[src/rtl/mbp_pkg.sv]
// Shared types, widths and constants for the Mandelbrot pixel membership block.
package mbp_pkg;

   // Fixed-point format of c and z
   localparam int FRAC_BITS = 28;
   localparam int Z_W       = 42;
   localparam int MAG_W     = FRAC_BITS + 2;
   localparam int PROD_W    = 2 * MAG_W;
   localparam int SQ_W      = FRAC_BITS + 3;
   localparam int CROSS_W   = FRAC_BITS + 4;

   // Field and register widths
   localparam int COORD_W = 8;
   localparam int EDGE_W  = 32;
   localparam int STEP_W  = 31;
   localparam int SPAN_W  = COORD_W + STEP_W;
   localparam int CNT_W   = 10;
   localparam int DATA_W  = 32;
   localparam int ADDR_W  = 5;

   localparam int MBP_QUEUE_DEPTH = 2;

   // Escape thresholds: component magnitude 2, squared sum 4
   localparam logic [Z_W-1:0]  TWO_MAG  = Z_W'(1) << (FRAC_BITS + 1);
   localparam logic [SQ_W:0]   FOUR_SUM = (SQ_W + 1)'(1) << (FRAC_BITS + 2);

   // Register reset values
   localparam logic [EDGE_W-1:0] MIN_RE_RST   = 32'hE000_0000;
   localparam logic [EDGE_W-1:0] MAX_IM_RST   = 32'd483183821;
   localparam logic [STEP_W-1:0] RE_STEP_RST  = 31'd5404784;
   localparam logic [STEP_W-1:0] IM_STEP_RST  = 31'd5404784;
   localparam logic [CNT_W-1:0]  MAX_ITER_RST = 10'd30;

   typedef enum logic [2:0] {
      REG_MIN_RE   = 3'd0,
      REG_MAX_IM   = 3'd1,
      REG_RE_STEP  = 3'd2,
      REG_IM_STEP  = 3'd3,
      REG_MAX_ITER = 3'd4
   } reg_index_type;

   typedef enum logic [1:0] {
      ENG_IDLE,
      ENG_MUL,
      ENG_UPD
   } eng_state_type;

   typedef struct packed {
      logic signed [EDGE_W-1:0] min_re;
      logic signed [EDGE_W-1:0] max_im;
      logic [STEP_W-1:0]        re_step;
      logic [STEP_W-1:0]        im_step;
      logic [CNT_W-1:0]         max_iter;
   } cfg_type;

   typedef struct packed {
      logic [COORD_W-1:0]    column;
      logic [COORD_W-1:0]    row;
      logic signed [Z_W-1:0] c_re;
      logic signed [Z_W-1:0] c_im;
   } item_type;

   typedef struct packed {
      logic empty;
      logic full;
      logic one_left;
   } qstat_type;

endpackage

[src/rtl/mbp_front.sv]
// Front end: accepts pixel items and maps the coordinate to the point c.
module mbp_front (
   input  logic                        clock,
   input  logic                        reset,
   input  logic                        start,
   output logic                        busy,
   input  logic [mbp_pkg::COORD_W-1:0] req_column,
   input  logic [mbp_pkg::COORD_W-1:0] req_row,
   input  mbp_pkg::cfg_type            cfg,
   input  mbp_pkg::qstat_type          q_stat,
   output logic                        push,
   output mbp_pkg::item_type           push_item
);
   import mbp_pkg::*;

   logic               fv_ff;
   logic [COORD_W-1:0] col_ff;
   logic [COORD_W-1:0] row_ff;
   logic [SPAN_W-1:0]  pre_ff;
   logic [SPAN_W-1:0]  pim_ff;
   logic               accept;
   logic [Z_W-1:0]     re_sum;
   logic [Z_W-1:0]     im_diff;

   // Reserve a queue slot for the item held in the product stage
   assign busy   = fv_ff ? q_stat.one_left : q_stat.full;
   assign accept = start && !busy;

   always_ff @(posedge clock) begin
      if (reset) begin
         fv_ff <= 1'b0;
      end else begin
         fv_ff <= accept;
      end
   end

   // Form column and row offsets
   always_ff @(posedge clock) begin
      if (accept) begin
         col_ff <= req_column;
         row_ff <= req_row;
         pre_ff <= req_column * cfg.re_step;
         pim_ff <= req_row * cfg.im_step;
      end
   end

   // Add the offsets to the image edges and push
   assign re_sum  = {{(Z_W-EDGE_W){cfg.min_re[EDGE_W-1]}}, cfg.min_re}
                    + {{(Z_W-SPAN_W){1'b0}}, pre_ff};
   assign im_diff = {{(Z_W-EDGE_W){cfg.max_im[EDGE_W-1]}}, cfg.max_im}
                    - {{(Z_W-SPAN_W){1'b0}}, pim_ff};

   assign push             = fv_ff;
   assign push_item.column = col_ff;
   assign push_item.row    = row_ff;
   assign push_item.c_re   = re_sum;
   assign push_item.c_im   = im_diff;

endmodule

[config.mk]
export PLATFORM = sky130hd
export DESIGN_NAME = mbp_front
export DESIGN_NICKNAME = d
export VERILOG_FILES = /design/src/rtl/mbp_pkg.sv /design/src/rtl/mbp_front.sv
export SDC_FILE = /design/constraint.sdc
export NUM_CORES = 1
export LEC_CHECK = 0
export ABC_CLOCK_PERIOD_IN_PS = 6020
export BUFFER_PORTS_ARGS = -buffer_cell sky130_fd_sc_hd__buf_2
export CORE_MARGIN = 4
export CORE_UTILIZATION = 45
export CTS_CLUSTER_SIZE = 8
export DETAILED_ROUTE_END_ITERATION = 8
export GPL_ROUTABILITY_DRIVEN = 0
export SYNTH_ARGS = -nofsm -noshare
export SYNTH_HDL_FRONTEND = slang
export SYNTH_SLANG_ARGS = --single-unit
[constraint.sdc]
create_clock -name clock -period 6.02 [get_ports clock]
set_input_delay 0.301 -clock clock [delete_from_list [all_inputs] [get_ports clock]]
set_output_delay 0.301 -clock clock [all_outputs]
set_load 0.1 [all_outputs]
==> flow_summary.ini <==
[die]
core_um2 = 50100
die-width_um = 233
die_area_um2 = 54100
row_count = 82
start_util = 0.454
die_h_um = 233
io_pins = 260

[timing]
worstMarginPinSlew_ps = 905
final.setup.tns_ps = 0
fmax_ghz = 0.184
rsz0062_at_grt = no
finalSetupViolCount = 0
hold_viol_final = 0
setup_ws_ps = 593
fin_crit_ps = 5430
finalCritPeriodShare = 0.902
slew_viol_final = 0
relSlewSlack = 0.389
finClkSkew_ps = 10.6

[yosys]
synth_seq_area_share = 0.125
yosys_warnings = 0
syn_nets = 3233
postSynthAreaPerCell_um2 = 8.99
synthCells = 2527
ys_types = 82
ys_ff_latch = 95
syn_area_um2 = 22700
synthArstFlopShare = 0
synth_edf_count = 94
ys.flop_type = edfxtp_1

[route]
dr_total_vias = 17900
drt_iter0_markers = 910
drt_first_pass_iters = 5
wire_per_inst_um = 16.5
drtAntennaViolNets = 0
routed_wl_um = 56100
drc = 0
vias_per_cell = 5.26

[worst_setup_path]
critical_path_class = primary input to flip-flop
crit_family = adder cells
crit_required_ps = 6160
crit_top_cell = fa_1
path_buf_inv = 2
crit_path_cell_trace = buf_2 -> buf_4 -> and2_1 -> fa_1 -> fa_1 -> fa_1 -> fa_1 -> ha_1 -> a21o_1 -> a21o_1 -> a21oi_1 -> a2bb2oi_1 -> o311ai_0 -> a311oi_1 -> o21ai_0 -> a21oi_1 -> xnor2_1
cp_slowest_cell = a311oi_1
worst-r2r-setup-slack_ps = 3840
worstPathMaxFanout = 21
crit_path_start_kind = primary input
arrival_ps = 5560
cp_slowest_stage_delay_ps = 610
cp-end-kind = flip-flop

[clock_tree]
post-cts-setup-buffer-count = 0
cts_hold_buffers = 0
clk-insertion-delay-late_ps = 380
clock_path_buffers = 2
cts.htree.levels = 3
post_cts_resized = 0
path_clk_slew_ps = 70
cts_made_buffers = 9
cts_sinks = 95
root_buffer = clkbuf_16
cts_tree = done

[place]
port_buffers = 248
dp_slack_ps = 288
dpl.hpwl_um = 46400

[grt]
grt_use_total = 0.212
grt_pass1_vias = 19000
grt_max_degree = 52
grt_pass1_wl_um = 93700
grt_overflow_total = 0
antenna_found_initial = 2

[layout]
fillers = 4855
final_common_cell = and2_1
layout_common_cells = and2_1, inv_1, fa_1
syn2layout_area_growth_pct = 9.68
layout-drive-gt1-share = 0.113
nets = 3427

[worst_hold_path]
min_path_type = primary input to flip-flop

[run_status]
outcome = completed

[job]
max_cap_violations = 0
-- metrics by stage --
step | util | instances | area [um2] | hold slack, ps
finish | 0.498 | 3401 | 24900 | 68.5
global route | 0.498 | 3400 | 24900 | 83.6
CTS | 0.498 | 3398 | 24900 | 42.7
detailed placement | 0.492 | 3382 | 24600 | 467
global placement | 0.492 | 3382 | 24600 | 460
floorplan | - | 2527 | 22700 | 373
-- state kept, by name (all words and copies together) (netlist names) --
name    flops
col_ff      8
pim_ff     39
pre_ff     39
push        1
row_ff      8
-- layout make-up --
cell class              count  area (um2)  area share
multi-input cells        1969       18100       0.728
flip-flops and latches     95        2840       0.114
inverters                 381        1430      0.0574
repair buffers            265        1370      0.0549
well taps                 672         841      0.0337
clock buffers               9         225     0.00904
clock inverters             7        72.6     0.00291
diodes                      3        7.51    0.000301
-- cells in the mapped netlist, types with 5 or more instances --
master	count	area share
and2_1	391	0.11
inv_1	381	0.063
fa_1	350	0.31
nand2_1	205	0.034
ha_1	198	0.11
a21oi_1	151	0.033
xnor2_1	96	0.037
edfxtp_1	94	0.12
clkbuf_1	77	0.013
o21ai_0	77	0.017
a21o_1	70	0.023
nor2_1	66	0.011
nand3_1	36	0.0079
xor2_1	34	0.013
nor2b_1	24	0.0066
and3_1	22	0.0061
nand4_1	19	0.0052
nor3_1	18	0.0040
nand2b_1	17	0.0047
o21a_1	17	0.0056
a31oi_1	15	0.0041
o21bai_1	12	0.0040
o211ai_1	11	0.0036
a211oi_1	10	0.0033
or3_1	9	0.0025
or2_2	7	0.0019
a221oi_1	6	0.0023
and4_1	6	0.0023
o31ai_1	6	0.0020
a311oi_1	5	0.0019
o2111ai_1	5	0.0019
o31a_1	5	0.0019
-- cell families (layout without fill, tap and decap cells) --
| logic type | count (synthesis) | in the layout | share of synthesized area |
|---|---|---|---|
| other cells | 0 | 3 | 0 |
| flops | 95 | 95 | 0.125 |
| simple gates | 838 | 838 | 0.200 |
| xor+xnor | 130 | 130 | 0.0501 |
| buf+inv | 463 | 662 | 0.0770 |
| compound gates | 451 | 451 | 0.130 |
| mux | 2 | 2 | 0.000936 |
| fa+ha+maj | 548 | 548 | 0.417 |
-- final timing paths --
path                  from          to  depth (start not counted)
max          req_column[3]  pre_ff[38]                         17
min                  reset        push                          2
max reg2reg           push   pim_ff[6]                          3
min reg2reg           push   col_ff[5]                          2
-- layer usage --
layer,global-route usage,share of wire,vias up
li1,-,-,8652
met1,0.277,0.44,8753
met2,0.371,0.49,422
met3,0.0203,0.040,69
met4,0.0667,0.025,0
met5,0,0,-
Power is not shown: default switching activity piles up to over one toggle a cycle in this logic, so the estimate is an artifact.
