**config.mk**
```make
export PLATFORM = sky130hd
export DESIGN_NAME = mbp_queue
export DESIGN_NICKNAME = d
export VERILOG_FILES = /design/src/rtl/mbp_pkg.sv /design/src/rtl/mbp_queue.sv
export SDC_FILE = /design/constraint.sdc
export NUM_CORES = 1
export LEC_CHECK = 0
export ABC_CLOCK_PERIOD_IN_PS = 8900
export BUFFER_PORTS_ARGS = -buffer_cell sky130_fd_sc_hd__buf_2
export CAP_MARGIN = 5
export CORE_MARGIN = 4
export CORE_UTILIZATION = 40
export CTS_CLUSTER_DIAMETER = 40
export CTS_CLUSTER_SIZE = 30
export DETAILED_ROUTE_END_ITERATION = 10
export GPL_TIMING_DRIVEN = 1
export MAX_ROUTING_LAYER = met4
export PLACE_DENSITY = 0.74
export SYNTH_ARGS = -nofsm -noshare
export SYNTH_HDL_FRONTEND = slang
export SYNTH_SLANG_ARGS = --single-unit
```
**constraint.sdc**
```tcl
create_clock -name clock -period 8.9 [get_ports clock]
set_input_delay 0.445 -clock clock [delete_from_list [all_inputs] [get_ports clock]]
set_output_delay 0.445 -clock clock [all_outputs]
set_load 0.01 [all_outputs]
```
**src/rtl/mbp_pkg.sv**
```systemverilog
// Shared types, widths and constants for the Mandelbrot pixel membership block.
package mbp_pkg;

   // Fixed-point format of c and z
   localparam int FRAC_BITS = 28;
   localparam int Z_W       = 42;
   localparam int MAG_W     = FRAC_BITS + 2;
   localparam int PROD_W    = 2 * MAG_W;
   localparam int SQ_W      = FRAC_BITS + 3;
   localparam int CROSS_W   = FRAC_BITS + 4;

   // Field and register widths
   localparam int COORD_W = 8;
   localparam int EDGE_W  = 32;
   localparam int STEP_W  = 31;
   localparam int SPAN_W  = COORD_W + STEP_W;
   localparam int CNT_W   = 10;
   localparam int DATA_W  = 32;
   localparam int ADDR_W  = 5;

   localparam int MBP_QUEUE_DEPTH = 2;

   // Escape thresholds: component magnitude 2, squared sum 4
   localparam logic [Z_W-1:0]  TWO_MAG  = Z_W'(1) << (FRAC_BITS + 1);
   localparam logic [SQ_W:0]   FOUR_SUM = (SQ_W + 1)'(1) << (FRAC_BITS + 2);

   // Register reset values
   localparam logic [EDGE_W-1:0] MIN_RE_RST   = 32'hE000_0000;
   localparam logic [EDGE_W-1:0] MAX_IM_RST   = 32'd483183821;
   localparam logic [STEP_W-1:0] RE_STEP_RST  = 31'd5404784;
   localparam logic [STEP_W-1:0] IM_STEP_RST  = 31'd5404784;
   localparam logic [CNT_W-1:0]  MAX_ITER_RST = 10'd30;

   typedef enum logic [2:0] {
      REG_MIN_RE   = 3'd0,
      REG_MAX_IM   = 3'd1,
      REG_RE_STEP  = 3'd2,
      REG_IM_STEP  = 3'd3,
      REG_MAX_ITER = 3'd4
   } reg_index_type;

   typedef enum logic [1:0] {
      ENG_IDLE,
      ENG_MUL,
      ENG_UPD
   } eng_state_type;

   typedef struct packed {
      logic signed [EDGE_W-1:0] min_re;
      logic signed [EDGE_W-1:0] max_im;
      logic [STEP_W-1:0]        re_step;
      logic [STEP_W-1:0]        im_step;
      logic [CNT_W-1:0]         max_iter;
   } cfg_type;

   typedef struct packed {
      logic [COORD_W-1:0]    column;
      logic [COORD_W-1:0]    row;
      logic signed [Z_W-1:0] c_re;
      logic signed [Z_W-1:0] c_im;
   } item_type;

   typedef struct packed {
      logic empty;
      logic full;
      logic one_left;
   } qstat_type;

endpackage

```
**src/rtl/mbp_queue.sv**
```systemverilog
// Short item queue between the front end and the iteration engine.
module mbp_queue #(
   parameter int DEPTH = mbp_pkg::MBP_QUEUE_DEPTH
) (
   input  logic               clock,
   input  logic               reset,
   input  logic               push,
   input  mbp_pkg::item_type  push_item,
   input  logic               pop,
   output mbp_pkg::item_type  head_item,
   output mbp_pkg::qstat_type q_stat
);
   import mbp_pkg::*;

   localparam int PTR_W = (DEPTH > 1) ? $clog2(DEPTH) : 1;
   localparam int QC_W  = $clog2(DEPTH + 1);

   item_type          entry_ff [DEPTH];
   logic [PTR_W-1:0]  wr_ptr_ff;
   logic [PTR_W-1:0]  rd_ptr_ff;
   logic [QC_W-1:0]   count_ff;

   // Store pushed items
   always_ff @(posedge clock) begin
      if (push) begin
         entry_ff[wr_ptr_ff] <= push_item;
      end
   end

   // Advance pointers and count
   always_ff @(posedge clock) begin
      if (reset) begin
         wr_ptr_ff <= '0;
         rd_ptr_ff <= '0;
         count_ff  <= '0;
      end else begin
         if (push) begin
            wr_ptr_ff <= (wr_ptr_ff == PTR_W'(DEPTH - 1)) ? '0 : wr_ptr_ff + 1'b1;
         end
         if (pop) begin
            rd_ptr_ff <= (rd_ptr_ff == PTR_W'(DEPTH - 1)) ? '0 : rd_ptr_ff + 1'b1;
         end
         case ({push, pop})
            2'b10:   count_ff <= count_ff + 1'b1;
            2'b01:   count_ff <= count_ff - 1'b1;
            default: count_ff <= count_ff;
         endcase
      end
   end

   assign head_item       = entry_ff[rd_ptr_ff];
   assign q_stat.empty    = (count_ff == '0);
   assign q_stat.full     = (count_ff == QC_W'(DEPTH));
   assign q_stat.one_left = (count_ff >= QC_W'(DEPTH - 1));

   a_count_bound: assert property (@(posedge clock) disable iff (reset)
      count_ff <= QC_W'(DEPTH))
      else $error("queue count above depth");

   a_no_overflow: assert property (@(posedge clock) disable iff (reset)
      push |-> (!q_stat.full || pop))
      else $error("push into full queue");

   a_no_underflow: assert property (@(posedge clock) disable iff (reset)
      pop |-> !q_stat.empty)
      else $error("pop from empty queue");

endmodule

```
==> summary.md, run 1 <==
| Metric | Value |
|---|---|
| Number of synthesized register bits | 205 |
| Critical Path Source Type | flip-flop |
| DPL Wire Length | 9905 um |
| Pre-CTS setup slack | 6.052 ns |
| Largest stage delay, worst path | 1.03 ns |
| Cts bufs inserted | 27 |
| Setup ws final | 5.569 ns |
| Worst-skew pair later-pin latency | 0.52 ns |
| Max Fclk | 0.3002 GHz |
| Outcome | completed |
| Arrival @ worst endpoint | 2.89 ns |
| Worst setup EP type | output pin |
| Skew final | 0.01049 ns |
| Tmin final | 3.331 ns |
| Peak supply drop | 0.1525 mV |
| First-pass GRT wire length | 21,900 um |
| Setup TNS | 0 ns |
| Largest net degree at the start of global routing | 56 |
| Share of layout cells above drive strength 1 | 61.77% |
| Fin nets | 673 |
| Cell family with most CP delay | flip-flops |
| Cell Area, Synth | 0.007961 mm2 |
| CP bufs+invs | 2 |
| Number of max-cap violations | 0 |
| Post-CTS setup buffers | 0 |
| Routed wire length | 14,570 um |
| Reg clk slew, reported paths | 0.07 ns |
| Total power | 2.510 mW |
| Vias | 3,881 |
| CTS Hold Bufs | 0 |
| Hold Path Sink | entry_ff[1][46] |
| Final hold violations | 0 |
| Yosys synthesis warning count | 0 |
| Initial DRC Count | 126 |
| Crit path max fanout | 55 |
| Worst hold slack | 0.1069 ns |
| Slew headroom | 30.98% |
| Final setup vio count | 0 |
| Hold_sp | push_item[46] |
| Total GRT Usage | 12.76% |
| Post-Syn Instances | 337 |
| DR DRC count | 0 |
| RD Place Congestion | 0.7035 |
| Clock net sink count | 205 |
| FILL cells | 1,596 |
| Final period util | 37.42% |
| Pwr dens | 248.1 mW/mm2 |
| Initial DRT Pass Iterations | 4 |
| Row Count | 51 |
| Vias in the first global route | 4,239 |
| Leak | 4.042 nW |
| Post-synthesis net count | 445 |
| Unrepaired setup endpoints after global routing | no |
| PostCTS Resize Cnt | 0 |
| Crit path kind | reg2out |
| Die area | 0.02222 mm2 |
| Critical path data required time | 8.46 ns |
| Syn Area/Cell | 23.62 um2 |
| R2R Path Start | wr_ptr_ff |
| Post-route ant nets | 0 |
| CTS tree | yes |
| Setup slack, reg-to-reg | 6.74 ns |
| Final Max Slew Viols | 0 |
| WL per Instance | 17.08 um |
| DR vias/cell | 4.550 |
| Worst Hold Class | in2reg |
| CTS H-tree lvls | 1 |
| Effective utilization at floorplan | 40.77% |
| Antenna violations before repair | 2 |
| Count of different cell masters after synthesis | 13 |
| Longest Clk Path Bufs | 3 |
| CP max stage cell | dfxtp_4 |
| Gr ovfl total | 0 |
| Worst Hold Depth | 1 |
| Root Buffer | clkbuf_16 |
| Worst R2R Path Depth | 2 |
| Measured slew at the worst slew-check pin | 1.035 ns |
| Count of input and output buffers | 206 |
| DIE HEIGHT | 149.1 um |
| Sequential fraction of the synthesis area | 76.69% |
| # IOs | 207 |
| Core area | 0.01953 mm2 |
| RR Endpoint | entry_ff[1][40] |
| Die X | 149.1 um |
| Synthesis-to-layout area growth | 27.08% |
| Cells along the critical path | buf_4, mux2_4, buf_2 |
[cells in the final DEF (no fill, tap or decap), drive strengths merged]
cell / instances
buf: 210
a211oi: 1
dfxtp: 5
xnor2: 3
and2: 1
clkinvlp: 2
mux2: 100
edfxtp: 200
clkinv: 7
xor2: 1
diode: 2
ha: 4
bufinv: 2
inv: 17
nor2b: 1
clkbuf: 27
nor2: 5
[worst max path at each step]
stage / depth (start not counted) / end / slack, ns
finish: 3 / head_item[40] / 5.57
global route: 3 / head_item[40] / 5.40
CTS: 3 / head_item[99] / 5.49
detailed placement: 3 / head_item[99] / 6.05
global placement: 3 / head_item[5] / 6.09
floorplan: 2 / entry_ff[0][0] / 3.64
[routing by layer]
metal,routed length [um],GRT usage (%)
met3,1253,3.737
met4,258,3.524
met1,5679,14.95
met2,7376,21.61
met5,0,-
[cell usage after synthesis]
master | number | area (um2)
edfxtp_1 | 200 | 6006
mux2_4 | 100 | 1501
buf_12 | 10 | 200.2
dfxtp_1 | 5 | 100.1
inv_1 | 5 | 18.77
nor2_1 | 5 | 18.77
ha_1 | 4 | 50.05
xnor2_1 | 3 | 26.28
a211oi_1 | 1 | 7.510
and2_1 | 1 | 6.260
buf_6 | 1 | 11.26
nor2b_1 | 1 | 6.260
xor2_1 | 1 | 8.760
[worst reg2reg max path: stages, from the launching register on]
cell	delay, ns
dfxtp_1	0.41
and2_4	0.61
buf_4	0.72
[through the flow]
stage,cells,utilization (%),area (um2)
2_1_floorplan,337,-,7961
3_3_place_gp,801,46.89,9156
3_5_place_dp,801,46.89,9156
4_1_cts,851,51.79,10110
5_1_grt,853,51.81,10120
6_report,853,51.81,10120
[flip-flops by register name, summed over array words and instances, names as in the netlist, named ones only]
register	count
entry_ff	200
wr_ptr_ff	1
rd_ptr_ff	1
count_ff	2
[cell type report]
type | instances | area, um2 | share of cell area (%)
tap | 265 | 331.6 | 3.277
inverter | 5 | 18.77 | 0.1855
timing repair buffer | 210 | 1061 | 10.49
antenna | 2 | 5.005 | 0.04947
multi-input combinational | 116 | 1635 | 16.16
clock inverter | 23 | 280.3 | 2.770
sequential | 205 | 6110 | 60.39
clock buffer | 27 | 675.6 | 6.678
[cell families (layout without fill, tap and decap cells)]
logic type | Yosys count | after routing | share of synthesized area [%]
adders and majority gates | 4 | 4 | 0.6287
muxes | 100 | 100 | 18.86
DFF | 205 | 205 | 76.69
AOI/OAI and AO/OA | 1 | 1 | 0.09433
buffers and inverters | 16 | 265 | 2.892
other | 0 | 2 | 0
xor gates and xnor gates | 4 | 4 | 0.4401
and+or+nand+nor | 7 | 7 | 0.3930
[power by group]
group / internal (mW) / switching, mW
sequential: 1.13 / 0.0287
combinational: 0.139 / 0.120
clock: 0.647 / 0.448
Note: power is estimated with default switching activity, not from simulation.
==> run 2: changes to the inputs <==
ABC_CLOCK_PERIOD_IN_PS = 3060   (was 8900)
PLACE_DENSITY = 0.77   (was 0.74)
clock period = 3.06 ns   (was 8.9 ns; I/O delays follow)
==> summary.md, run 2 (synthesis gave the netlist of run 1 again) <==
| Metric | Value |
|---|---|
| Root Buffer | clkbuf_16 |
| Largest net degree at the start of global routing | 90 |
| RR Endpoint | entry_ff[0][89] |
| Total GRT Usage | 14.53% |
| Clock net sink count | 205 |
| DR DRC count | 0 |
| Synthesis-to-layout area growth | 39.57% |
| Outcome | completed |
| Worst Hold Class | in2reg |
| Share of layout cells above drive strength 1 | 51.52% |
| RD Place Congestion | 0.7007 |
| Worst hold slack | 0.3701 ns |
| # IOs | 207 |
| Commonest non-fill, non-tap cell in the layout | buf_2 |
| Routed wire length | 16,270 um |
| Max FFs per register | 200 |
| R2R Path Start | wr_ptr_ff |
| Critical path depth | 3 |
| Final period util | 77.72% |
| Reg clk slew, reported paths | 0.05 ns |
| Pwr dens | 650.4 mW/mm2 |
| Largest regs | entry_ff x200, count_ff x2 |
| Worst R2R Path Depth | 2 |
| FILL cells | 1,479 |
| Met3 usage | 3.494% |
| CTS H-tree lvls | 1 |
| Total power | 7.227 mW |
| Area of the multi-input gates | 0.001635 mm2 |
| # placed instances | 801 |
| Final setup vio count | 0 |
| Peak supply drop | 0.5669 mV |
| Final Max Slew Viols | 0 |
| Critical Path Source Type | flip-flop |
| Worst-skew pair later-pin latency | 0.50 ns |
| Fin nets | 777 |
| Leak | 4.446 nW |
| Post-route ant nets | 0 |
| Crit path max fanout | 27 |
| Max Fclk | 0.4205 GHz |
| Die X | 149.1 um |
| Row Count | 51 |
| Largest stage delay, worst path | 0.69 ns |
| Initial DRC Count | 135 |
| Effective utilization at floorplan | 40.77% |
| CP max stage cell | dfxtp_4 |
| CTS tree | yes |
| Cts bufs inserted | 27 |
| Final non-filler cell total | 954 |
| Count of input and output buffers | 206 |
| Largest reg by FF count | entry_ff |
| Die area | 0.02222 mm2 |
| Commonest non-fill, non-tap cells in the layout | buf_2, edfxtp_1, dlygate4sd3_1 |
| Slew headroom | 61.30% |
| Unrepaired setup endpoints after global routing | no |
| Antenna violations before repair | 0 |
| Arrival @ worst endpoint | 2.23 ns |
| Grt peak-use layer | met2 |
| Skew final | 0.008839 ns |
| Core area | 0.01953 mm2 |
| Crit path kind | reg2out |
| ANT cells | 0 |
| DIE HEIGHT | 149.1 um |
| Measured slew at the worst slew-check pin | 0.5804 ns |
| Setup TNS | 0 ns |
| Gr ovfl total | 0 |
| Critical path data required time | 2.91 ns |
| Routing usage on met2 | 25.82% |
| Setup slack, reg-to-reg | 1.41 ns |
| Longest Clk Path Bufs | 3 |
| CP bufs+invs | 2 |
| Vias in the first global route | 4,738 |
| Initial DRT Pass Iterations | 6 |
| First-pass GRT wire length | 24,690 um |
| Cells along the critical path | buf_4, mux2_4, buf_2 |
| Reg area | 0.006110 mm2 |
| Tmin final | 2.378 ns |
| Number of max-cap violations | 0 |
| Vias | 4,295 |
| Final hold violations | 0 |
| WL per Instance | 17.06 um |
| DPL Wire Length | 10,150 um |
| Cell family with most CP delay | flip-flops |
| Critical path endpoint | head_item[54] |
| Worst setup EP type | output pin |
| DR vias/cell | 4.502 |
| Met1 usage | 16.39% |
run 2: cell count changes in the layout (fill, tap and decap cells not counted), sizes merged:
cell	previous run	this run
clkinvlp	2	3
diode	2	0
clkinv	7	6
inv	17	13
dlygate4sd3	0	104
clkbuf	27	30
run 2: layer usage:
layer | wire length, um | share of wire (%)
met1 | 6336 | 39
met3 | 1066 | 6.6
met4 | 360 | 2.2
met5 | 0 | 0
met2 | 8510 | 52
run 2: stage by stage:
| step | setup slack [ns] | util (%) | cell area (um2) |
|---|---|---|---|
| after floorplan | 0.8136 | - | 7970 |
| after global placement | 1.226 | 47.08 | 9194 |
| after detailed placement | 1.204 | 47.08 | 9194 |
| after CTS | 0.6534 | 56.91 | 11110 |
| after global routing | 0.5792 | 56.91 | 11110 |
| final | 0.6819 | 56.91 | 11110 |
run 2: area by class of cell:
class / count / share of cell area [%]
Tap cell: 265 / 2.984
Sequential cell: 205 / 54.98
Inverter: 5 / 0.1689
Clock buffer: 30 / 6.182
Clock inverter: 19 / 1.712
Multi-Input combinational cell: 116 / 14.72
Timing Repair Buffer: 314 / 19.25
run 2: timing repair:
| item | in CTS | in global routing |
|---|---|---|
| endpoints found under the hold margin | 205 | 0 |
| hold buffers | 104 | 0 |
| setup endpoints to repair | 0 | 0 |
| setup buffers | 0 | 0 |
| gates resized for setup | 0 | 0 |
run 2: power breakdown:
group / switching (mW) / total [mW] / internal [mW]
sequential: 0.0677 / 3.35 / 3.28
combinational: 0.400 / 0.894 / 0.494
clock: 1.16 / 2.99 / 1.82
total: 1.63 / 7.23 / 5.60
run 2: how the worst min path moves through the flow:
| stage | depth (start not counted) | slack (ns) | end | from |
|---|---|---|---|---|
| 6_report | 2 | 0.37 | entry_ff[0][7] | push_item[7] |
| 5_1_grt | 2 | 0.35 | entry_ff[0][31] | push_item[31] |
| 4_1_cts | 2 | 0.35 | entry_ff[1][42] | push_item[42] |
| 3_5_place_dp | 1 | 0.34 | entry_ff[0][54] | push_item[54] |
| 3_3_place_gp | 1 | 0.34 | entry_ff[0][33] | push_item[33] |
| 2_1_floorplan | 1 | 0.23 | flip-flop | reset |
run 2: worst register-to-register path: cells and delay by family, from the launching register on:
kind / cells / cell delay [ns]
AND/OR/NAND/NOR: 1 / 0.37
buffers and inverters: 1 / 0.42
flip-flops: 1 / 0.35
