**src/rtl/mbp_pkg.sv**
```systemverilog
// Shared types, widths and constants for the Mandelbrot pixel membership block.
package mbp_pkg;

   // Fixed-point format of c and z
   localparam int FRAC_BITS = 28;
   localparam int Z_W       = 42;
   localparam int MAG_W     = FRAC_BITS + 2;
   localparam int PROD_W    = 2 * MAG_W;
   localparam int SQ_W      = FRAC_BITS + 3;
   localparam int CROSS_W   = FRAC_BITS + 4;

   // Field and register widths
   localparam int COORD_W = 8;
   localparam int EDGE_W  = 32;
   localparam int STEP_W  = 31;
   localparam int SPAN_W  = COORD_W + STEP_W;
   localparam int CNT_W   = 10;
   localparam int DATA_W  = 32;
   localparam int ADDR_W  = 5;

   localparam int MBP_QUEUE_DEPTH = 2;

   // Escape thresholds: component magnitude 2, squared sum 4
   localparam logic [Z_W-1:0]  TWO_MAG  = Z_W'(1) << (FRAC_BITS + 1);
   localparam logic [SQ_W:0]   FOUR_SUM = (SQ_W + 1)'(1) << (FRAC_BITS + 2);

   // Register reset values
   localparam logic [EDGE_W-1:0] MIN_RE_RST   = 32'hE000_0000;
   localparam logic [EDGE_W-1:0] MAX_IM_RST   = 32'd483183821;
   localparam logic [STEP_W-1:0] RE_STEP_RST  = 31'd5404784;
   localparam logic [STEP_W-1:0] IM_STEP_RST  = 31'd5404784;
   localparam logic [CNT_W-1:0]  MAX_ITER_RST = 10'd30;

   typedef enum logic [2:0] {
      REG_MIN_RE   = 3'd0,
      REG_MAX_IM   = 3'd1,
      REG_RE_STEP  = 3'd2,
      REG_IM_STEP  = 3'd3,
      REG_MAX_ITER = 3'd4
   } reg_index_type;

   typedef enum logic [1:0] {
      ENG_IDLE,
      ENG_MUL,
      ENG_UPD
   } eng_state_type;

   typedef struct packed {
      logic signed [EDGE_W-1:0] min_re;
      logic signed [EDGE_W-1:0] max_im;
      logic [STEP_W-1:0]        re_step;
      logic [STEP_W-1:0]        im_step;
      logic [CNT_W-1:0]         max_iter;
   } cfg_type;

   typedef struct packed {
      logic [COORD_W-1:0]    column;
      logic [COORD_W-1:0]    row;
      logic signed [Z_W-1:0] c_re;
      logic signed [Z_W-1:0] c_im;
   } item_type;

   typedef struct packed {
      logic empty;
      logic full;
      logic one_left;
   } qstat_type;

endpackage

```
**src/rtl/mbp_csr.sv**
```systemverilog
// Configuration register file behind the APB-style port.
module mbp_csr (
   input  logic                       clock,
   input  logic                       reset,
   input  logic                       psel,
   input  logic                       penable,
   input  logic                       pwrite,
   input  logic [mbp_pkg::ADDR_W-1:0] paddr,
   input  logic [mbp_pkg::DATA_W-1:0] pwdata,
   output logic [mbp_pkg::DATA_W-1:0] prdata,
   output logic                       pready,
   output mbp_pkg::cfg_type           cfg
);
   import mbp_pkg::*;

   logic signed [EDGE_W-1:0] min_re_ff;
   logic signed [EDGE_W-1:0] max_im_ff;
   logic [STEP_W-1:0]        re_step_ff;
   logic [STEP_W-1:0]        im_step_ff;
   logic [CNT_W-1:0]         max_iter_ff;
   logic                     wr_en;
   reg_index_type            index;

   assign pready = 1'b1;
   assign wr_en  = psel && penable && pwrite;
   assign index  = reg_index_type'(paddr[ADDR_W-1:2]);

   // Write registers; unknown indexes are dropped
   always_ff @(posedge clock) begin
      if (reset) begin
         min_re_ff   <= MIN_RE_RST;
         max_im_ff   <= MAX_IM_RST;
         re_step_ff  <= RE_STEP_RST;
         im_step_ff  <= IM_STEP_RST;
         max_iter_ff <= MAX_ITER_RST;
      end else if (wr_en) begin
         unique case (index)
            REG_MIN_RE:   min_re_ff   <= pwdata;
            REG_MAX_IM:   max_im_ff   <= pwdata;
            REG_RE_STEP:  re_step_ff  <= pwdata[STEP_W-1:0];
            REG_IM_STEP:  im_step_ff  <= pwdata[STEP_W-1:0];
            REG_MAX_ITER: max_iter_ff <= pwdata[CNT_W-1:0];
            default: ;
         endcase
      end
   end

   // Read back
   always_comb begin
      unique case (index)
         REG_MIN_RE:   prdata = min_re_ff;
         REG_MAX_IM:   prdata = max_im_ff;
         REG_RE_STEP:  prdata = {{(DATA_W-STEP_W){1'b0}}, re_step_ff};
         REG_IM_STEP:  prdata = {{(DATA_W-STEP_W){1'b0}}, im_step_ff};
         REG_MAX_ITER: prdata = {{(DATA_W-CNT_W){1'b0}}, max_iter_ff};
         default:      prdata = '0;
      endcase
   end

   assign cfg.min_re   = min_re_ff;
   assign cfg.max_im   = max_im_ff;
   assign cfg.re_step  = re_step_ff;
   assign cfg.im_step  = im_step_ff;
   assign cfg.max_iter = max_iter_ff;

endmodule

```
**config.mk**
```make
export PLATFORM = sky130hd
export DESIGN_NAME = mbp_csr
export DESIGN_NICKNAME = d
export VERILOG_FILES = /design/src/rtl/mbp_pkg.sv /design/src/rtl/mbp_csr.sv
export SDC_FILE = /design/constraint.sdc
export NUM_CORES = 1
export LEC_CHECK = 0
export ABC_AREA = 1
export BUFFER_PORTS_ARGS = -buffer_cell sky130_fd_sc_hd__clkbuf_2
export CELL_PAD_IN_SITES_DETAIL_PLACEMENT = 1
export CELL_PAD_IN_SITES_GLOBAL_PLACEMENT = 1
export CORE_MARGIN = 5
export CORE_UTILIZATION = 25
export CTS_CLUSTER_SIZE = 16
export DETAILED_ROUTE_END_ITERATION = 6
export PLACE_DENSITY = 0.63
export SLEW_MARGIN = 10
export SYNTH_ARGS = -nofsm -noshare
export SYNTH_HDL_FRONTEND = slang
export SYNTH_SLANG_ARGS = --single-unit
export TNS_END_PERCENT = 20
```
**constraint.sdc**
```tcl
create_clock -name clock -period 1.1 [get_ports clock]
set_input_delay 0.11 -clock clock [delete_from_list [all_inputs] [get_ports clock]]
set_output_delay 0.11 -clock clock [all_outputs]
set_load 0.02 [all_outputs]
```
==> results.toml, run 1 <==
[clocking]
numCtsBuffers = 17
clkSinkCount = 136
root_buffer = "clkbuf_16"
clk_pin_slew_worst_paths_ns = 0.07
tritoncts = "done"
clk_latency_ns = 0.43
clockBufferDepth = 2
htreeDepth = 4

[routing]
drc = 0
drt_iter0_markers = 313
vias = 7747
routedWlPerCell_um = 17.5
routed_wl_um = 29900
dr.pass1.iters = 4
ant_nets = 0
via_per_inst = 4.53

[floorplan]
dieArea_um2 = 29100
core_area_um2 = 25300
rows = 58
die_h_um = 171
ios = 211
fp.dieW_um = 171
start_util = 0.255

[sta]
period_minus_slack_ns = 1.37
holdWs_ns = 0.0456
timing.final.hold_violations = 0
rsz0062_at_grt = "yes"
finalWorstSetupSlack_ns = -0.269
clock.fmax_mhz = 730
fin_skew_ns = 0
slew_violations = 0
finalSetupViolations = 66
timing.final.crit_share = 1.24

[hold_path]
hold_path_class = "primary input to register"

[logic_synthesis]
syn_inst = 1036
ys_seq_elements = 136
syn_area_um2 = 6450
ys_warn_count = 0
synth_nets = 1078
ys_types = 18
seq_area_frac_synth = 0.422
avgSynthCellArea_um2 = 6.22

[place]
post-place-cells = 1593
place_ws_ns = -0.319
place.gp.congestion = 0.786
io_buffers = 207
placed_cell_area_um2 = 8740
dpl.hpwl_um = 20100

[critical_path]
cp_data_required_time_ns = 0.99
path_max_fanout = 2
crit_chain = "nand4_1 > nand2_1 > nor2_2 > nand2_2 > buf_8"
slowest_delay_ns = 0.35
arrival_ns = 1.26
start_kind = "register"
slowest_stage = "dfxtp_4"
critical_path_class = "register to output port"
regToRegSetupSlack_ns = 0.26
crit_path_end_kind = "output port"

[layout]
area_growth_pct = 76.4
antenna_cells = 0
fin_area_um2 = 11400
instances_no_fill = 1709
layout_common_cells = "nand2_1, nor2_1, nand3_1"
final_nets = 1408
nFillCells = 3144
drive_above_1_share = 0.471
layout_commonest_cell = "nand2_1"

[status]
status = "finished with violations"
violations = "setup timing"

[run]
maxCapViolCount = 0

[grt]
track_usage = 0.195
grt_max_degree = 47
first_global_vias = 7909
grt_pass1_wl_um = 44400
grt_overflow = 0
antenna_found_initial = 0

[power_and_ir_drop]
p_total_mw = 12.6
cellLeakagePower_nw = 5.48
worst_ir_drop_vdd_uv = 698
power_density_nw_per_um2 = 1110
-- metal layers --
layer,track usage,share of wire,vias up
met5,0,0,-
met4,0.0444,0.011,0
met3,0.0464,0.057,22
met2,0.341,0.49,176
met1,0.245,0.45,3705
li1,-,-,3844
-- cell usage after synthesis --
cell	number	share of area
nand2_2	1	0.00097
nand3_1	131	0.10
nand2_1	341	0.20
conb_1	1	0.00058
buf_1	12	0.0070
dfxtp_1	136	0.42
buf_6	3	0.0052
nor2_1	227	0.13
nor2_2	4	0.0039
nor2_4	2	0.0035
inv_2	5	0.0029
a21oi_1	21	0.016
buf_4	5	0.0058
nand3_2	2	0.0031
buf_2	33	0.026
inv_1	88	0.051
clkbuf_1	10	0.0058
nand4_1	14	0.014
-- worst max-delay path, delay by kind of cell, from the launching register on --
| kind | cells | cell delay [ns] |
|---|---|---|
| AND/OR/NAND/NOR | 4 | 0.36 |
| buffers and inverters | 1 | 0.13 |
| flip-flops | 1 | 0.35 |
-- kinds of logic (layout without fill, tap and decap cells) --
group / Yosys count / count (layout) / share of synthesized area
AOI/OAI and AO/OA: 21 / 21 / 0.0163
other: 1 / 1 / 0.000582
buffers and inverters: 156 / 499 / 0.104
DFF: 136 / 136 / 0.422
and+or+nand+nor: 722 / 722 / 0.457
-- cell type report --
cell class,instances,area [um^2],share of cell area
Inverter,93,369,0.0324
Clock inverter,12,116,0.0102
Clock buffer,20,457,0.0401
Sequential cell,136,2900,0.254
Tap cell,330,413,0.0363
Multi-Input combinational cell,744,3430,0.301
Timing Repair Buffer,374,3700,0.325
-- sequential cells by signal (all words and copies together) (netlist names) --
| name | cells |
|---|---|
| re_step_ff | 31 |
| im_step_ff | 31 |
| max_im_ff | 32 |
| max_iter_ff | 10 |
| min_re_ff | 32 |
-- final timing paths --
path                                     from                     endpoint  cells past startpoint
setup / recovery   im_step_ff[4]$_SDFFE_PP1P_                    prdata[4]                      5
hold / removal                     pwdata[21]  im_step_ff[21]$_SDFFE_PP0P_                      5
setup reg to reg   re_step_ff[8]$_SDFFE_PP0P_   re_step_ff[8]$_SDFFE_PP0P_                      4
hold reg to reg   max_iter_ff[3]$_SDFFE_PP1P_  max_iter_ff[3]$_SDFFE_PP1P_                      2
-- timing repair --
action / in CTS / in global routing
buffers inserted: 29 / 27
endpoints found under the hold margin: 43 / 0
cloned: 3 / 3
setup endpoints to repair: 134 / 133
hold buffers: 26 / 0
pin swaps: 28 / 60
resized for setup: 272 / 293
-- power by group --
part           switching [mW]  internal, mW
clock                    2.47          3.26
sequential             0.0616          4.98
combinational            1.01         0.847
-- per-stage QoR --
step	TNS, ns	utilization
2_1_floorplan	-1.18	-
3_3_place_gp	-34.49	0.345
3_5_place_dp	-39.56	0.345
4_1_cts	-11.05	0.422
5_1_grt	-10.47	0.449
6_report	-6.93	0.449
(Power assumes the default switching activity.)
==> run 2: changes to the inputs <==
--- a/config.mk
+++ b/config.mk
@@ -13,7 +13,7 @@
 export CORE_UTILIZATION = 25
 export CTS_CLUSTER_SIZE = 16
 export DETAILED_ROUTE_END_ITERATION = 6
-export PLACE_DENSITY = 0.63
+export PLACE_DENSITY = 0.61
 export SLEW_MARGIN = 10
 export SYNTH_ARGS = -nofsm -noshare
 export SYNTH_HDL_FRONTEND = slang
==> constraint.sdc (replaced) <==
create_clock -name clock -period 1.6 [get_ports clock]
set_input_delay 0.16 -clock clock [delete_from_list [all_inputs] [get_ports clock]]
set_output_delay 0.16 -clock clock [all_outputs]
set_load 0.02 [all_outputs]
==> results.toml, run 2 (same netlist as run 1, synthesis figures left out) <==
[grt]
antenna_found_initial = 0
grt_pass1_wl_um = 42100
grt_overflow = 0
grt_max_degree = 41
track_usage = 0.185
first_global_vias = 7407

[critical_path]
crit_top_cell = "nand2_1"
critical_path_class = "primary input to output port"
start_kind = "primary input"
path_max_fanout = 14
crit_family = "buffers and inverters"
arrival_ns = 1.38
crit_path_end_kind = "output port"
slowest_stage = "clkbuf_4"
cp_data_required_time_ns = 1.44
crit_chain = "clkbuf_4 > inv_2 > nand2_2 > nor2_4 > buf_12 > buf_12 > clkbuf_16 > nand2_1 > nand2_1 > inv_1 > nand2_1 > buf_2"
slowest_delay_ns = 0.17
critical_path_buf_inv_count = 7

[routing]
dr.pass1.iters = 5
drc = 0
ant_nets = 0
vias = 7281
routedWlPerCell_um = 17.0
routed_wl_um = 27400
via_per_inst = 4.52
drt_iter0_markers = 292

[layout]
final_nets = 1313
drive_above_1_share = 0.240
nFillCells = 3262
multiInputGateArea_um2 = 3110
top_regs = "max_im_ff (32), min_re_ff (32)"
area_growth_pct = 41.0
layout_commonest_cell = "nand2_1"
antenna_cells = 0
regArea_um2 = 2720
layout_common_cells = "nand2_1, nor2_1, clkbuf_2"

[clocking]
htreeDepth = 4
tritoncts = "done"
clockBufferDepth = 2
clk_latency_ns = 0.41
root_buffer = "clkbuf_16"
numCtsBuffers = 17
clk_pin_slew_worst_paths_ns = 0.06
clkSinkCount = 136

[run]
maxCapViolCount = 0

[sta]
timing.final.hold_violations = 0
finalSetupViolations = 0
fin_skew_ns = 0
setup_tns_ns = 0
period_minus_slack_ns = 1.54
slew_violations = 0
rsz0062_at_grt = "no"
clock.fmax_mhz = 649
timing.final.crit_share = 0.962

[floorplan]
ios = 211
die_h_um = 171
rows = 58
fp.dieW_um = 171
start_util = 0.255
core_area_um2 = 25300
dieArea_um2 = 29100

[power_and_ir_drop]
power_density_nw_per_um2 = 930
cellLeakagePower_nw = 4.66
p_total_mw = 8.45
worst_ir_drop_vdd_uv = 430

[place]
dpl.hpwl_um = 19400
place.gp.congestion = 0.802
io_buffers = 207

[hold_path]
hold_path_class = "primary input to register"

[status]
status = "finished, final reports clean"
-- run 2: area by class of cell --
type | instances | area share
Tap cell | 330 | 0.0454
Clock buffer | 18 | 0.0483
Timing Repair Buffer | 279 | 0.210
Sequential cell | 136 | 0.299
Multi-Input combinational cell | 744 | 0.342
Inverter | 93 | 0.0389
Clock inverter | 12 | 0.0167
-- run 2: what timing repair did --
| action | in CTS | in global routing |
|---|---|---|
| hold endpoints to repair | 27 | 0 |
| hold buffers | 22 | 0 |
| setup buffers | 0 | 2 |
| gates resized for setup | 0 | 12 |
| endpoints found under the setup margin | 0 | 14 |
-- run 2: path summary, 6_finish.rpt --
kind | startpoint | endpoint | slack [ns] | cells past startpoint
worst max register to register | max_im_ff[4]$_SDFFE_PP0P_ | max_im_ff[4]$_SDFFE_PP0P_ | 0.95 | 2
worst min-delay path | pwdata[14] | im_step_ff[14]$_SDFFE_PP1P_ | 0.01 | 3
worst min register to register | im_step_ff[14]$_SDFFE_PP1P_ | im_step_ff[14]$_SDFFE_PP1P_ | 0.49 | 2
worst max-delay path | paddr[2] | prdata[18] | 0.06 | 12
-- run 2: per-stage QoR --
stage	setup WS, ns	utilization	hold slack (ns)	cells	cell area, um^2
after floorplan	0.219	-	0.286	1036	6450
after global placement	0.0247	0.323	0.397	1556	8170
after detailed placement	0.00552	0.323	0.402	1556	8170
after CTS	0.00156	0.355	0.00255	1608	8980
after global routing	0.0000852	0.359	0.0221	1612	9090
final	0.0602	0.359	0.0122	1612	9090
-- run 2: where the power goes --
| part | internal, mW | switching, mW | leakage [nW] | total, mW |
|---|---|---|---|---|
| logic | 0.331 | 0.595 | 3.28 | 0.926 |
| registers | 3.43 | 0.0411 | 1.10 | 3.47 |
| clock network | 2.48 | 1.58 | 0.288 | 4.05 |
| total | 6.24 | 2.22 | 4.66 | 8.45 |
-- run 2: worst reg2reg max path, cell delays in order (launching register included) --
cell and delay, ns:
dfxtp_1 0.42, nor2_1 0.08, nor2_1 0.10
-- run 2: routing by layer --
metal / up-vias / global-route usage / routed length [um]
met4: 0 / 0.0403 / 259
met2: 173 / 0.313 / 13100
met5: - / 0 / 0
met3: 17 / 0.0416 / 1500
met1: 3458 / 0.242 / 12500
li1: 3633 / - / -
==> run 3: changes to the inputs <==
--- a/config.mk
+++ b/config.mk
@@ -6,14 +6,15 @@
 export NUM_CORES = 1
 export LEC_CHECK = 0
 export ABC_AREA = 1
-export BUFFER_PORTS_ARGS = -buffer_cell sky130_fd_sc_hd__clkbuf_2
 export CELL_PAD_IN_SITES_DETAIL_PLACEMENT = 1
 export CELL_PAD_IN_SITES_GLOBAL_PLACEMENT = 1
 export CORE_MARGIN = 5
 export CORE_UTILIZATION = 25
 export CTS_CLUSTER_SIZE = 16
 export DETAILED_ROUTE_END_ITERATION = 6
-export PLACE_DENSITY = 0.61
+export DONT_BUFFER_PORTS = 1
+export MAX_ROUTING_LAYER = met4
+export PLACE_DENSITY = 0.5
 export SLEW_MARGIN = 10
 export SYNTH_ARGS = -nofsm -noshare
 export SYNTH_HDL_FRONTEND = slang
==> results.toml, run 3 (same netlist as run 1, synthesis figures left out) <==
[sta]
timing.final.hold_violations = 0
clock.fmax_mhz = 662
slew_violations = 0
fin_skew_ns = 0
setup_tns_ns = 0
period_minus_slack_ns = 1.51
rsz0062_at_grt = "no"
relSlewSlack = 0.663
worst_pin_slew_ns = 0.504
timing.final.crit_share = 0.944
finalSetupViolations = 0

[layout]
nFillCells = 3236
multiInputGateArea_um2 = 3090
layout_common_cells = "nand2_1, nor2_1, nand3_1"
drive_above_1_share = 0.119
top_regs = "max_im_ff (32), min_re_ff (32)"
area_growth_pct = 25.5
antenna_cells = 0
final_nets = 1134
layout_commonest_cell = "nand2_1"
fin_area_um2 = 8090
regArea_um2 = 2740

[critical_path]
path_max_fanout = 3
critical_path_class = "register to output port"
start_kind = "register"
reg2reg_to = "min_re_ff[22]$_SDFFE_PP0P_"
crit_path_end_kind = "output port"
r2r-start = "min_re_ff[22]$_SDFFE_PP0P_"
cp_data_required_time_ns = 1.44
reg2regPathDepth = 2
arrival_ns = 1.35
regToRegSetupSlack_ns = 0.81

[place]
io_buffers = 0
place.gp.congestion = 0.796
dpl.hpwl_um = 19400
placed_cell_area_um2 = 7250

[power_and_ir_drop]
worst_ir_drop_vdd_uv = 554
power_density_nw_per_um2 = 995
cellLeakagePower_nw = 3.84

[floorplan]
dieArea_um2 = 29100
rows = 58
ios = 211
start_util = 0.255
die_h_um = 171
fp.dieW_um = 171
core_area_um2 = 25300

[grt]
grt_pass1_wl_um = 40800
track_usage = 0.189
first_global_vias = 6412
antenna_found_initial = 0
grt_overflow = 0
grt_max_degree = 65

[clocking]
clk_latency_ns = 0.42
htreeDepth = 4
clk_pin_slew_worst_paths_ns = 0.07
numCtsBuffers = 17
root_buffer = "clkbuf_16"
tritoncts = "done"
clockBufferDepth = 2
clkSinkCount = 136

[routing]
vias = 6493
drc = 0
routed_wl_um = 27100
drt_iter0_markers = 287
ant_nets = 0
via_per_inst = 4.53
routedWlPerCell_um = 18.9
dr.pass1.iters = 4

[hold_path]
worstHoldStart = "pwdata[24]"
hold_path_end = "im_step_ff[24]$_SDFFE_PP0P_"
hold-path-cell-count = 4
hold_path_class = "primary input to register"

[status]
status = "finished, final reports clean"

[run]
maxCapViolCount = 0
## run 3: changes by cell type in the layout (fill, tap and decap cells not counted), moves of 6 or more
| cell | change |
|---|---|
| clkbuf_2 | -203 |
| buf_4 | +33 |
| dfxtp_1 | -12 |
| dfxtp_2 | +12 |
| buf_12 | -9 |
| dlygate4sd3_1 | +6 |
## run 3: metal layers
layer	up-vias	track usage	share of wire
met1	3055	0.234	0.44
met4	0	0.0313	0.0066
li1	3274	-	-
met2	157	0.312	0.48
met5	-	-	0
met3	7	0.0578	0.073
## run 3: worst max-delay path by stage
stage / startpoint / endpoint / slack [ns] / cells past startpoint
5_1_grt: max_iter_ff[7]$_SDFFE_PP0P_ / prdata[7] / 0.0006 / 4
4_1_cts: min_re_ff[4]$_SDFFE_PP0P_ / prdata[4] / 0.007 / 4
3_5_place_dp: paddr[4] / max_im_ff[9]$_SDFFE_PP0P_ / 0.15 / 7
2_1_floorplan: paddr[4] / prdata[21] / 0.22 / 9
6_report: max_iter_ff[7]$_SDFFE_PP0P_ / prdata[7] / 0.09 / 4
3_3_place_gp: paddr[4] / max_im_ff[9]$_SDFFE_PP0P_ / 0.17 / 7
## run 3: worst max-delay path: stages, from the launching register on
cell and delay [ns]:
dfxtp_1 0.49, nand3_1 0.13, nand2_1 0.09, nor2_1 0.06
nand2_1 0.17
## run 3: report_power, final
group	leakage (nW)	switching (mW)	internal (mW)
clock	0.256	1.66	2.15
sequential	1.10	0.0841	3.43
combinational	2.48	0.496	0.233
total	3.84	2.24	5.81
## run 3: final cells by class
cell class              count  area share
well taps                 330      0.0510
clock inverters            13      0.0150
multi-input cells         744       0.382
repair buffers            100       0.117
flip-flops and latches    136       0.338
inverters                  93      0.0435
clock buffers              18      0.0530
## run 3: repair_timing
action	4_1_cts	5_1_grt
setup buffers	0	0
gates resized for setup	3	9
endpoints found under the hold margin	72	0
endpoints found under the setup margin	3	7
gates cloned	0	0
hold buffers	28	0
## run 3: stage by stage
step	util	setup slack [ns]	power (mW)	hold slack (ns)	instances
6_report	0.319	0.0897	8.05	0.0191	1434
4_1_cts	0.319	0.00679	8.20	0.00355	1434
2_1_floorplan	-	0.219	4.02	0.286	1036
5_1_grt	0.319	0.000594	8.40	0.0267	1434
3_3_place_gp	0.286	0.167	4.25	0.288	1375
3_5_place_dp	0.286	0.148	4.26	0.294	1375
